`src/design/dqqp_pkg.sv`:
```
// ----------------------------------------------------------------------------
// dqqp_pkg
// Shared types and constants of the DNS question parser: request and result
// payload structs, record kind codes and parser phase encoding.
// ----------------------------------------------------------------------------
package dqqp_pkg;

  // Number of bytes in the fixed DNS message header.
  localparam int unsigned HEADER_BYTES = 12;
  // Number of 16-bit words in the header.
  localparam int unsigned HEADER_WORDS = HEADER_BYTES / 2;
  // Depth of the result queue; must hold at least two records.
  localparam int unsigned RESULT_DEPTH = 4;

  typedef enum logic [1:0] {
    KIND_QUESTION = 2'd0,
    KIND_ACCEPT   = 2'd1,
    KIND_ERROR    = 2'd2
  } record_kind_t;

  typedef enum logic [4:0] {
    PH_HEADER     = 5'b00001,
    PH_LABEL_LEN  = 5'b00010,
    PH_LABEL_BODY = 5'b00100,
    PH_TYPECLASS  = 5'b01000,
    PH_DONE       = 5'b10000
  } phase_t;

  typedef struct packed {
    logic [7:0] byte_value;
    logic       last_byte;
  } request_t;

  typedef struct packed {
    logic [1:0]  record_kind;
    logic [15:0] question_index;
    logic [15:0] query_type;
    logic [15:0] query_class;
    logic [15:0] message_id;
    logic [15:0] flag_word;
    logic [15:0] question_count;
    logic [15:0] answer_count;
    logic [15:0] authority_count;
    logic [15:0] additional_count;
    logic        run_end;
  } result_t;

endpackage

```
`src/design/dns_query_question_parser_core.sv`:
```
// ----------------------------------------------------------------------------
// dns_query_question_parser_core
// Parses the header and question section of a DNS message delivered one
// byte per request, emitting one record per question and an end record.
// ----------------------------------------------------------------------------
//
//  Channel   Handshake                    Payload     Content
//  -------   --------------------------   ---------   ---------------------------
//  request   byte_valid / byte_ready      byte_item   one message byte, last flag
//  result    result_valid / result_ready  result      question or end record
//
// One request is taken per cycle while byte_ready is high. Each request
// updates the parser state in a single registered step, and the records it
// causes are written together into a small result queue; with the queue empty
// the first is visible the cycle after the request is taken. A second record
// comes only on the final byte. byte_ready stays high while the queue has room
// for two records, so a result-side stall holds off requests only when it lacks that room.
// Reset (rst, synchronous) returns the parser to the header phase and
// empties the queue.
//
module dns_query_question_parser_core (
  input  logic               clk,
  input  logic               rst,
  input  logic               byte_valid,
  output logic               byte_ready,
  input  dqqp_pkg::request_t byte_item,
  output logic               result_valid,
  input  logic               result_ready,
  output dqqp_pkg::result_t  result
);
  import dqqp_pkg::*;

  localparam int unsigned PTR_W = $clog2(RESULT_DEPTH);
  localparam int unsigned CNT_W = $clog2(RESULT_DEPTH + 1);

  // Parser state.
  phase_t      phase, phase_next;
  logic [3:0]  header_byte_count, header_byte_count_next;
  logic [15:0] header_words [HEADER_WORDS];
  logic [15:0] header_words_next [HEADER_WORDS];
  logic [15:0] questions_done, questions_done_next;
  logic [7:0]  label_bytes_left, label_bytes_left_next;
  logic [1:0]  tail_byte_count, tail_byte_count_next;
  logic [23:0] type_class_latch, type_class_latch_next;

  // Records produced by the current request.
  result_t     question_rec, end_rec;
  logic        question_fire;
  logic        end_fire;

  // Result queue.
  result_t          queue [RESULT_DEPTH];
  logic [PTR_W-1:0] wr_ptr;
  logic [PTR_W-1:0] rd_ptr;
  logic [CNT_W-1:0] count;

  logic             take;
  logic             pop;
  logic [1:0]       push_n;
  logic [2:0]       hw_idx;

  // Room for the worst case of two records from one request.
  assign byte_ready   = (count <= CNT_W'(RESULT_DEPTH - 2));
  assign take         = byte_valid && byte_ready;
  assign result_valid = (count != '0);
  assign pop          = result_valid && result_ready;
  assign result       = queue[rd_ptr];
  assign hw_idx       = header_byte_count[3:1];

  // Next-state logic for one byte.
  always_comb begin
    phase_next             = phase;
    header_byte_count_next = header_byte_count;
    header_words_next      = header_words;
    questions_done_next    = questions_done;
    label_bytes_left_next  = label_bytes_left;
    tail_byte_count_next   = tail_byte_count;
    type_class_latch_next  = type_class_latch;
    question_fire          = 1'b0;
    end_fire               = 1'b0;
    question_rec           = '0;
    end_rec                = '0;

    question_rec.record_kind    = KIND_QUESTION;
    question_rec.question_index = questions_done;
    question_rec.query_type     = type_class_latch[23:8];
    question_rec.query_class    = {type_class_latch[7:0], byte_item.byte_value};
    question_rec.run_end        = !byte_item.last_byte;

    case (phase)
      PH_HEADER: begin
        header_words_next[hw_idx] = {header_words[hw_idx][7:0], byte_item.byte_value};
        header_byte_count_next    = header_byte_count + 4'd1;
        if (header_byte_count_next >= 4'(HEADER_BYTES)) begin
          phase_next = (header_words_next[2] == 16'd0) ? PH_DONE : PH_LABEL_LEN;
        end
      end
      PH_LABEL_LEN: begin
        if (byte_item.byte_value == 8'd0) begin
          phase_next            = PH_TYPECLASS;
          tail_byte_count_next  = 2'd0;
          type_class_latch_next = '0;
        end else begin
          label_bytes_left_next = byte_item.byte_value;
          phase_next            = PH_LABEL_BODY;
        end
      end
      PH_LABEL_BODY: begin
        label_bytes_left_next = label_bytes_left - 8'd1;
        if (label_bytes_left_next == 8'd0) begin
          phase_next = PH_LABEL_LEN;
        end
      end
      PH_TYPECLASS: begin
        if (tail_byte_count != 2'd3) begin
          type_class_latch_next = {type_class_latch[15:0], byte_item.byte_value};
          tail_byte_count_next  = tail_byte_count + 2'd1;
        end else begin
          question_fire         = 1'b1;
          questions_done_next   = questions_done + 16'd1;
          tail_byte_count_next  = 2'd0;
          type_class_latch_next = '0;
          phase_next = (questions_done_next == header_words[2]) ? PH_DONE : PH_LABEL_LEN;
        end
      end
      default: begin
      end
    endcase

    // The end record judges the phase reached after this byte, but a message
    // still in its header when the final byte arrives is always malformed.
    if (byte_item.last_byte) begin
      end_fire        = 1'b1;
      end_rec.run_end = 1'b1;
      if (phase != PH_HEADER && phase_next == PH_DONE) begin
        end_rec.record_kind      = KIND_ACCEPT;
        end_rec.message_id       = header_words[0];
        end_rec.flag_word        = header_words[1];
        end_rec.question_count   = header_words[2];
        end_rec.answer_count     = header_words[3];
        end_rec.authority_count  = header_words[4];
        end_rec.additional_count = header_words[5];
      end else begin
        end_rec.record_kind = KIND_ERROR;
      end
      // Start the next message from a clean state.
      phase_next             = PH_HEADER;
      header_byte_count_next = '0;
      for (int i = 0; i < HEADER_WORDS; i++) begin
        header_words_next[i] = '0;
      end
      questions_done_next    = '0;
      label_bytes_left_next  = '0;
      tail_byte_count_next   = '0;
      type_class_latch_next  = '0;
    end
  end

  assign push_n = take ? ({1'b0, question_fire} + {1'b0, end_fire}) : 2'd0;

  // Parser state registers.
  always_ff @(posedge clk) begin
    if (rst) begin
      phase             <= PH_HEADER;
      header_byte_count <= '0;
      for (int i = 0; i < HEADER_WORDS; i++) begin
        header_words[i] <= '0;
      end
      questions_done    <= '0;
      label_bytes_left  <= '0;
      tail_byte_count   <= '0;
      type_class_latch  <= '0;
    end else if (take) begin
      phase             <= phase_next;
      header_byte_count <= header_byte_count_next;
      header_words      <= header_words_next;
      questions_done    <= questions_done_next;
      label_bytes_left  <= label_bytes_left_next;
      tail_byte_count   <= tail_byte_count_next;
      type_class_latch  <= type_class_latch_next;
    end
  end

  // Result queue control.
  always_ff @(posedge clk) begin
    if (rst) begin
      wr_ptr <= '0;
      rd_ptr <= '0;
      count  <= '0;
    end else begin
      wr_ptr <= wr_ptr + PTR_W'(push_n);
      if (pop) begin
        rd_ptr <= rd_ptr + PTR_W'(1);
      end
      count <= count + CNT_W'(push_n) - CNT_W'(pop);
    end
  end

  // Result queue storage.
  always_ff @(posedge clk) begin
    if (push_n != 2'd0) begin
      queue[wr_ptr] <= question_fire ? question_rec : end_rec;
    end
    if (push_n == 2'd2) begin
      queue[wr_ptr + PTR_W'(1)] <= end_rec;
    end
  end

endmodule

```
`config.mk`:
```
export PLATFORM = sky130hd
export DESIGN_NAME = dns_query_question_parser_core
export DESIGN_NICKNAME = d
export VERILOG_FILES = /design/src/design/dqqp_pkg.sv /design/src/design/dns_query_question_parser_core.sv
export SDC_FILE = /design/constraint.sdc
export NUM_CORES = 1
export LEC_CHECK = 0
export BUFFER_PORTS_ARGS = -buffer_cell sky130_fd_sc_hd__buf_2
export CORE_MARGIN = 2
export CORE_UTILIZATION = 60
export DETAILED_ROUTE_END_ITERATION = 7
export PLACE_DENSITY = 0.78
export SETUP_SLACK_MARGIN = 0.2
export SYNTH_ARGS = -nofsm -noshare
export SYNTH_HDL_FRONTEND = slang
export SYNTH_SLANG_ARGS = --single-unit
```
`constraint.sdc`:
```
create_clock -name clk -period 11.5 [get_ports clk]
set_clock_uncertainty 0.15 [all_clocks]
set_input_delay 1.725 -clock clk [delete_from_list [all_inputs] [get_ports clk]]
set_output_delay 1.725 -clock clk [all_outputs]
set_load 0.005 [all_outputs]
```
# Yosys cells after proc, flatten, opt, wreduce, memory -nomap -nowiden

Memory sizes are Yosys's and may differ from the RTL's. A register that Yosys moved wholly into a read port is not among the register bits.
Cells that the tools add are included.

$add $sub $neg: 10
$lt $le $gt $ge: 4
Equal/unequal tests: 12
Multiplexer cells: 47
Bitwise operators: 1
Reduce and logical (&&, ||, !) cells: 18

Operators with widths:

| cell                                              | number |
|---|---|
| two-way mux 96 bit                                | 3 |
| two-way mux 147 bit                               | 1 |
| two-way mux 97 bit                                | 1 |
| bitwise mux 96 bit                                | 1 |
| two-way mux 24 bit                                | 3 |
| two-way mux 16 bit                                | 4 |
| binary-select mux 16 bit (select 3 bit)           | 1 |
| demux 16 bit (select 3 bit)                       | 1 |
| one-hot mux 24 bit (2 select lines)               | 1 |
| two-way mux 8 bit                                 | 4 |
| two-way mux 5 bit                                 | 6 |
| one-hot mux 5 bit (4 select lines)                | 1 |
| adder 16 x 1 -> 16 bit (second input constant)    | 1 |
| equality test 16 bit                              | 1 |
| logical NOT 16 bit                                | 1 |
| logical NOT 8 bit                                 | 2 |
| two-way mux 2 bit                                 | 8 |
| one-hot mux 8 bit (2 select lines)                | 1 |
| two-way mux 4 bit                                 | 3 |
| AND reduction 3 bit                               | 3 |
| nonzero test 3 bit                                | 3 |
| >= comparator 4 bit (second input constant)       | 2 |
| subtractor 8 x 1 -> 8 bit (second input constant) | 1 |
| two-way mux 1 bit                                 | 7 |
| other kinds (23)                                  | 32 |

Register bits after elaboration: 162
Bits in writable memories: 588
Logic and storage cells: 108
Memories kept: 1

Memory list:

| memory | words | bits a word | rd ports | clocked after memory_dff | wr ports | RTL line                             | text |
|---|---|---|---|---|---|---|---|
| queue  | 4     | 147         | 1        | 1                        | 2        | dns_query_question_parser_core.sv:52 | `result_t queue [RESULT_DEPTH];` |

# Depth between registers and ports, before layout

Gate-level depths: netlist of the first run.

Depth after elaboration: 15
Gate-level depth with buffers: 18
Gate-level depth less buffers: 14

# Least setup slack after synthesis of the first run

Ideal clock, no wire load.

Path kind: input port to flip-flop
Start: in byte_item[0] in the netlist's numbering
End: mem queue[0][0] in the netlist's numbering, enable pin
Setup time: 0.474 ns
Arrival time: 5.197 ns
Data required time: 10.876 ns
Path slack: 5.678 ns
Stages: 6
Path buffers: 1
Path through: ha_1 > and3_1 > inv_1 > nor3_1 > clkbuf_1 > nand2b_1

RTL lines:

| element         | RTL line                             | text |
|---|---|---|
| start, declared | dns_query_question_parser_core.sv:26 | `input dqqp_pkg::request_t byte_item,` |
| end, declared   | dns_query_question_parser_core.sv:52 |  |

==> results of run 1 <==
[final timing paths]
check,startpoint,to,slack [ps],cells past startpoint
max reg2reg,phase[4],queue[3][83],5190,13
max,phase[4],queue[3][83],5190,13
min reg2reg,type_class_latch[17],type_class_latch[17],310,2
min,type_class_latch[17],type_class_latch[17],310,2
[worst min-delay path: cells and delay by family, from the launching register on]
| family | cells | cell delay [ps] |
|---|---|---|
| flops | 1 | 310 |
| simple gates | 1 | 50 |
| compound gates | 1 | 50 |
[layout make-up]
| type | count | area, sq um | share of cell area [%] |
|---|---|---|---|
| Clock inverter | 31 | 230.2 | 0.6019 |
| Sequential cell | 752 | 19030 | 49.74 |
| Inverter | 19 | 71.32 | 0.1864 |
| Multi-Input combinational cell | 2234 | 14520 | 37.95 |
| Tap cell | 765 | 957.2 | 2.502 |
| Clock buffer | 110 | 2277 | 5.953 |
| Antenna cell | 2 | 5.005 | 0.01308 |
| Timing Repair Buffer | 206 | 1169 | 3.055 |
[routing by layer]
| metal | global-route usage, % | up-vias | routed length (um) |
|---|---|---|---|
| met2 | 53.17 | 1782 | 48710 |
| li1 | - | 12270 | - |
| met1 | 40.44 | 13580 | 35110 |
| met3 | 6.111 | 337 | 9927 |
| met4 | 19.06 | 2 | 5901 |
| met5 | 0 | - | 13 |
[per-stage QoR]
step | setup WS (ps) | hold WS, ps | power [uW] | instance area, sq um
3_5_place_dp | 4702 | 306.1 | 3956 | 35740
5_1_grt | 4939 | 340.4 | 6561 | 38250
6_report | 5187 | 311.1 | 6381 | 38250
3_3_place_gp | 4868 | 296.7 | 3942 | 35740
4_1_cts | 5353 | 313.3 | 6397 | 38250
2_1_floorplan | 5678 | 282.1 | 3596 | 35210
[sequential cells by signal (all words and copies together), names as in the netlist, named ones only]
name,flops
count,3
header_byte_count,4
header_words,96
label_bytes_left,8
phase,5
questions_done,16
queue,588
rd_ptr,2
tail_byte_count,2
type_class_latch,24
wr_ptr,2
[cell usage after synthesis, drive strengths merged (3+ instances only)]
library cell and n:
a21o 7, or3 7, nor4 8, and2 5
inv 19, xnor2 17, mux2i 9, and4 4
dfxtp 356, nor3 12, nand3 329, xor2 12
mux4 147, or4 10, nand3b 5, o21bai 4
a22oi 111, o22ai 6, and3 14, o31ai 6
nor2 537, a31oi 9, ha 10, nor2b 12
a311oi 3, mux2 8, o21ai 29, nand4 101
nand2b 10, nor3b 4, buf 93, a211oi 7
and3b 3, clkbuf 284, a21oi 640, nor4b 4
edfxtp 396, nand2 117
[power groups by stage]
stage | Combinational (uW) | Sequential [uW] | Clock, uW
CTS | 929 | 2970 | 2500
floorplan | 637 | 2960 | 0
global placement | 920 | 3020 | 0
detailed placement | 927 | 3030 | 0
global route | 978 | 2980 | 2600
finish | 923 | 2970 | 2490
[kinds of logic (layout without fill, tap and decap cells)]
logic type | count (synthesis) | in the layout | share of synthesized area (%)
buffers and inverters | 396 | 366 | 5.234
AOI/OAI and AO/OA | 841 | 841 | 14.16
other | 0 | 2 | 0
xor gates and xnor gates | 29 | 29 | 0.7213
DFF | 752 | 752 | 54.01
and+or+nand+nor | 1189 | 1189 | 15.55
muxes | 164 | 164 | 9.914
adders and majority gates | 11 | 11 | 0.4122
[layout by cell type (no fill, tap or decap), types with 9 or more instances in the layout]
cell type / netlist / routed
or4_1: 10 / 9
inv_1: 18 / 18
and3_1: 13 / 10
xnor2_1: 17 / 17
ha_1: 10 / 10
nand2_1: 117 / 113
nand4_1: 100 / 100
mux4_2: 147 / 147
clkbuf_16: 0 / 82
a22oi_1: 111 / 111
nor2b_1: 12 / 12
clkbuf_1: 284 / 16
a21oi_1: 550 / 550
a31oi_1: 9 / 9
edfxtp_1: 396 / 396
a21oi_2: 90 / 90
clkinv_2: 0 / 15
buf_4: 5 / 45
nor3_1: 12 / 10
clkbuf_8: 0 / 12
o21ai_0: 25 / 25
nor2_1: 537 / 537
xor2_1: 12 / 12
nand3_1: 328 / 327
dfxtp_1: 356 / 354
mux2i_1: 9 / 9
buf_2: 18 / 159
==> metrics.yaml, run 1 <==
status:
  status: "finished, final reports clean"
clock_network:
  path_clk_slew_ps: 60
  cts_sinks: 752
  htree_levels: 3
  numCtsBuffers: 78
  post_cts_buffers: 0
  cts-root-buf: "clkbuf_16"
  holdBufCountCts: 0
  cts_tree: "built"
  cts_resized: 0
  clock_path_buffers: 3
  clock_latency_ps: 640
power_and_ir_drop:
  peakVddDrop_v: 0.0001288
  p_switching_uw: 1681
  clkPwrFrac_pct: 39.0
  switching_share_pct: 26.34
  pwr-share-seq_pct: 46.5
  combPwrFrac_pct: 14.5
  p_int_uw: 4701
  leakage_uw: 0.01230
  powerDensity_nw_per_um2: 166.8
setup_path:
  critPathLaunchType: "register"
  worstPathArrival_ps: 6650
  cp_max_fo: 74
  max_stage_delay_ps: 960
  cp_top_family: "simple AND/OR/NAND/NOR gates"
  path_cells: "nor2_1 -> and3_1 -> nand2_1 -> inv_2 -> buf_4 -> ha_1 -> nor2_1 -> nor3_1 -> nand3_4 -> o21bai_4 -> buf_4 -> nand4_1 -> a21oi_2"
  crit_path_top_delay_cell: "buf_4"
  required_ps: 11840
  end_kind: "register"
  path_buf_inv: 3
  worstSetupPathType: "register to register"
global_routing:
  overflow: 0
  grt_pass1_vias: 27290
  antenna_found_initial: 3
  grt_pass1_wl_um: 153500
  grt_max_degree: 243
  grt_usage_pct: 32.51
routing:
  drc: 0
  vias_per_cell: 6.791
  vias: 27970
  drt_iter0_markers: 3892
  drtAntennaViolNets: 0
  drt-pass1-iter-count: 8
  routedWlPerCell_um: 24.20
  wl_um: 99670
logic_synthesis:
  async_flop_share_pct: 0
  postSynthCellCount: 3382
  ys_warn_count: 0
  synth_edf_count: 396
  synth.avg_cell_area_sq_um: 10.41
  synth_seq_cells: 752
  ys.flop_type: "edfxtp_1"
  synth.top_cell.area_share_pct: 33.77
  synth_area_leader_cell: "edfxtp_1"
  syn_area_sq_um: 35210
  synth_area_leaders: "edfxtp_1 (34%), dfxtp_1 (20%), mux4_2 (9.4%)"
  synth_nets: 3406
  yosysSeqAreaShare_pct: 54.01
  synth_cell_types: 69
finish:
  nNetsFinal: 3315
  fillers: 4291
  layoutNonFillerInstCount: 4119
  area_growth_pct: 8.635
  drive_above_1_share_pct: 18.14
  utilization_pct: 66.17
floorplanning:
  die_height_um: 246.3
  die_w_um: 246.3
  core_region_area_sq_um: 57810
  num_rows: 88
  die_area_sq_um: 60640
  pin_count: 162
  initial_utilization_pct: 60.91
placement:
  dp_hpwl_um: 55300
  gp_congestion: 0.9072
  io_buffers: 161
  place_inst: 3976
sta:
  hold_viol_final: 0
  fin_crit_sh_pct: 54.90
  timing.fmax_mhz: 158.4
  tightest_slew_ps: 1368
  min_period_ps: 6313
  finalSetupTns_ps: 0
  finalMaxSlewViolations: 0
  slew_headroom_pct: 8.798
  finalSetupViolations: 0
  rsz0062_at_grt: "no"
worst_hold_path:
  hp-class: "register to register"
job:
  maxCapViolCount: 0
(Power assumes the default switching activity.)
==> run 2: changes to the inputs <==
--- a/config.mk
+++ b/config.mk
@@ -5,6 +5,7 @@
 export SDC_FILE = /design/constraint.sdc
 export NUM_CORES = 1
 export LEC_CHECK = 0
+export ABC_AREA = 1
 export BUFFER_PORTS_ARGS = -buffer_cell sky130_fd_sc_hd__buf_2
 export CORE_MARGIN = 2
 export CORE_UTILIZATION = 60
==> constraint.sdc (replaced) <==
create_clock -name clk -period 6 [get_ports clk]
set_clock_uncertainty 0.15 [all_clocks]
set_input_delay 0.9 -clock clk [delete_from_list [all_inputs] [get_ports clk]]
set_output_delay 0.9 -clock clk [all_outputs]
set_load 0.005 [all_outputs]
==> run 2 against run 1 <==
Net effect:
- count of clock-buffer cells in the layout fell by 1
- maximum frequency rose by 35%
- cell count rose by 7.1%
- critical endpoint is now queue[1][42]
==> metrics.yaml, run 2 <==
sta:
  rsz0062_at_grt: "no"  # unchanged
  finalMaxSlewViolations: 0  # unchanged
  timing.fmax_mhz: 213.3  # was 158.4 MHz
  hold_viol_final: 0  # unchanged
  slew_headroom_pct: 18.84  # was 8.798%
  layout_setup_ws_ps: 1312  # was 5187 ps
  fin_crit_sh_pct: 78.14  # was 54.90%
  tightest_slew_ps: 1217  # was 1368 ps
  finalSetupViolations: 0  # unchanged
  finalSetupTns_ps: 0  # unchanged
  min_period_ps: 4688  # was 6313 ps
routing:
  routedWlPerCell_um: 19.64  # was 24.20 um
  drtAntennaViolNets: 0  # unchanged
  vias_per_cell: 6.030  # was 6.791
  vias: 26590  # was 27970
  drt_iter0_markers: 3183  # was 3892
  drc: 0  # unchanged
  wl_um: 86590  # was 99670 um
  drt-pass1-iter-count: 6  # was 8
floorplanning:
  num_rows: 84  # was 88
  die_w_um: 235.0  # was 246.3 um
  pin_count: 162  # unchanged
  core_region_area_sq_um: 52660  # was 57810 sq um
  die_height_um: 235.0  # was 246.3 um
  initial_utilization_pct: 60.78  # was 60.91%
  die_area_sq_um: 55200  # was 60640 sq um
clock_network:
  cts_tree: "built"  # unchanged
  htree_levels: 3  # unchanged
  post_cts_buffers: 0  # unchanged
  cts-root-buf: "clkbuf_16"  # unchanged
  clock_latency_ps: 630  # was 640 ps
  cts_resized: 0  # unchanged
  numCtsBuffers: 75  # was 78
  clock_path_buffers: 3  # unchanged
  path_clk_slew_ps: 60  # about the same
  holdBufCountCts: 0  # unchanged
  cts_sinks: 752  # unchanged
logic_synthesis:
  synth_area_leader_cell: "edfxtp_1"  # unchanged
  synth_area_leaders: "edfxtp_1 (37%), dfxtp_1 (22%), nor2_1 (9.9%)"  # was edfxtp_1 (34%), dfxtp_1 (20%), mux4_2 (9.4%)
  synth.top_cell.area_share_pct: 37.16  # was 33.77%
  synth_most_common_cell: "nor2_1"  # was a21oi_1
  synth.avg_cell_area_sq_um: 8.836  # was 10.41 sq um
  yosysSeqAreaShare_pct: 59.42  # was 54.01%
  async_flop_share_pct: 0  # unchanged
  postSynthCellCount: 3622  # was 3382
  ys_warn_count: 0  # unchanged
  synth_edf_count: 396  # unchanged
  synth_commonest_cells: "nor2_1 (843), o21ai_0 (504), edfxtp_1 (396)"  # was a21oi_1 (550), nor2_1 (537), edfxtp_1 (396)
  synth_cell_types: 36  # was 69
  ys.flop_type: "edfxtp_1"  # unchanged
  syn_area_sq_um: 32000  # was 35210 sq um
  synth_nets: 3646  # was 3406
  synth_seq_cells: 752  # unchanged
setup_path:
  r2r-end: "queue[1][42]"  # was queue[3][83]
  startpoint: "phase[1]"  # was phase[4]
  path_buf_inv: 4  # was 3
  crit_path_top_delay_cell: "buf_4"  # unchanged
  required_ps: 6190  # was 11840 ps
  critPathLaunchType: "register"  # unchanged
  worstSetupPathType: "register to register"  # unchanged
  reg2reg_depth: 15  # was 13
  crit_top_cell: "nor2_1"
  worstPathArrival_ps: 4880  # was 6650 ps
  cp.depth: 15  # was 13
  rrSetupSlack_ps: 1310  # was 5190 ps
  cp_max_fo: 61  # was 74
  r2r-start: "phase[1]"  # was phase[4]
  cp_top_family: "simple AND/OR/NAND/NOR gates"  # unchanged
  crit_end: "queue[1][42]"  # was queue[3][83]
  end_kind: "register"  # unchanged
  path_cells: "nor2_1 -> nand2_1 -> nor3_1 -> inv_1 -> nor2_2 -> ha_1 -> inv_1 -> nor2_1 -> nor2_1 -> inv_1 -> nand2_1 -> o21ai_0 -> nand4_4 -> buf_4 -> nor2_1"  # was nor2_1 -> and3_1 -> nand2_1 -> inv_2 -> buf_4 -> ha_1 -> nor2_1 -> nor3_1 -> nand3_4 -> o21bai_4 -> buf_4 -> nand4_1 -> a21oi_2
  max_stage_delay_ps: 730  # was 960 ps
power_and_ir_drop:
  powerDensity_nw_per_um2: 398.4  # was 166.8 nW/um^2
  peakVddDrop_v: 0.0003352  # was 0.0001288 V
  finalPower_uw: 14230  # was 6381 uW
  leakage_uw: 0.01253  # was 0.01230 uW
global_routing:
  overflow: 0  # unchanged
  grt_pass1_vias: 24820  # was 27290
  grt_usage_pct: 30.46  # was 32.51%
  antenna_found_initial: 3  # unchanged
  grt_pass1_wl_um: 135200  # was 153500 um
  grt_max_degree: 244  # was 243
job:
  maxCapViolCount: 0  # unchanged
placement:
  dp_hpwl_um: 47740  # was 55300 um
  place_inst: 4268  # was 3976
  gp_congestion: 0.8776  # was 0.9072
  pre_cts_slack_ps: 1355  # was 4702 ps
  io_buffers: 161  # unchanged
worst_hold_path:
  hold_path.startpoint: "queue[2][117]"  # was type_class_latch[17]
  hp-class: "register to register"  # unchanged
finish:
  reg.largest.list: "queue (588), header_words (96), type_class_latch (24)"  # unchanged
  layout_commonest_cell: "nor2_1"  # was a21oi_1
  fillers: 4048  # was 4291
  utilization_pct: 67.85  # was 66.17%
  layoutNonFillerInstCount: 4410  # was 4119
  final_cell_mix: "nor2_1 (841), o21ai_0 (504), edfxtp_1 (396)"  # was a21oi_1 (550), nor2_1 (537), edfxtp_1 (396)
  largest_reg_flops: 588  # unchanged
  largest-register: "queue"  # unchanged
  area_growth_pct: 11.63  # was 8.635%
  drive_above_1_share_pct: 10.03  # was 18.14%
  nNetsFinal: 3682  # was 3315
status:
  status: "finished, final reports clean"  # unchanged
-- run 2: changes by cell type in the layout (fill, tap and decap cells not counted), sizes merged, moves of 12 or more --
cell	delta
nand4	-43
nand2	+259
buf	+12
o21ai	+491
a21oi	-319
nand3	-275
nor2	+312
a22oi	-111
mux4	-147
and3	-14
o22ai	+140
inv	+193
nor2b	-12
-- run 2: tightest hold or removal path, stage by stage, from the launching register on --
cell	delay, ps
dfxtp_1	300
inv_1	60
a21oi_1	60
-- run 2: area by class of cell --
class	instances	area, sq um	area share (%)
clock inverter	29	386.6	1.082
inverter	217	824.5	2.308
clock buffer	109	2220	6.213
timing repair buffer	218	1261	3.530
antenna	3	7.507	0.02101
sequential	752	19030	53.26
tap	688	860.8	2.410
multi-input combinational	2394	11140	31.18
-- run 2: power by group --
| part | total, uW | switching [uW] | internal [uW] |
|---|---|---|---|
| Clock | 4940 | 2010 | 2930 |
| Combinational | 2910 | 1850 | 1060 |
| Sequential | 6380 | 320 | 6060 |
| Total | 14200 | 4180 | 10100 |
-- run 2: logic make-up (layout without fill, tap and decap cells) --
family / after synthesis / after routing / share of synthesized area [%]
AND/OR/NAND/NOR: 1362 / 1362 / 17.10
AO/OA/AOI/OAI: 1006 / 1006 / 16.51
flip-flops: 752 / 752 / 59.42
buffers and inverters: 476 / 573 / 5.978
XOR/XNOR: 15 / 15 / 0.5395
adder cells (fa/ha/maj): 11 / 11 / 0.4535
other: 0 / 3 / 0
-- run 2: stage by stage --
| step | instance area [sq um] | hold WS, ps |
|---|---|---|
| after floorplan | 32000 | 276.7 |
| after CTS | 35710 | 305.2 |
| final | 35730 | 310.1 |
| after global routing | 35730 | 327.6 |
| after global placement | 33100 | 290.9 |
| after detailed placement | 33100 | 296.4 |
-- run 2: how the worst min path moves through the flow --
stage,endpoint,slack (ps),cells after the start
3_5_place_dp,queue[2][115],300,2
2_1_floorplan,queue[2][115],280,2
4_1_cts,queue[2][115],310,2
5_1_grt,type_class_latch[23],330,2
6_report,queue[2][117],310,2
3_3_place_gp,queue[2][115],290,2
-- run 2: layer usage --
metal / part of all wire, % / routed length, um / global-route usage (%) / up-vias
met2: 48 / 41310 / 49.67 / 1322
met4: 2.7 / 2327 / 11.66 / 0
met1: 41 / 35310 / 41.85 / 12740
met3: 8.8 / 7641 / 3.842 / 148
li1: - / - / - / 12380
met5: 0 / 0 / 0 / -
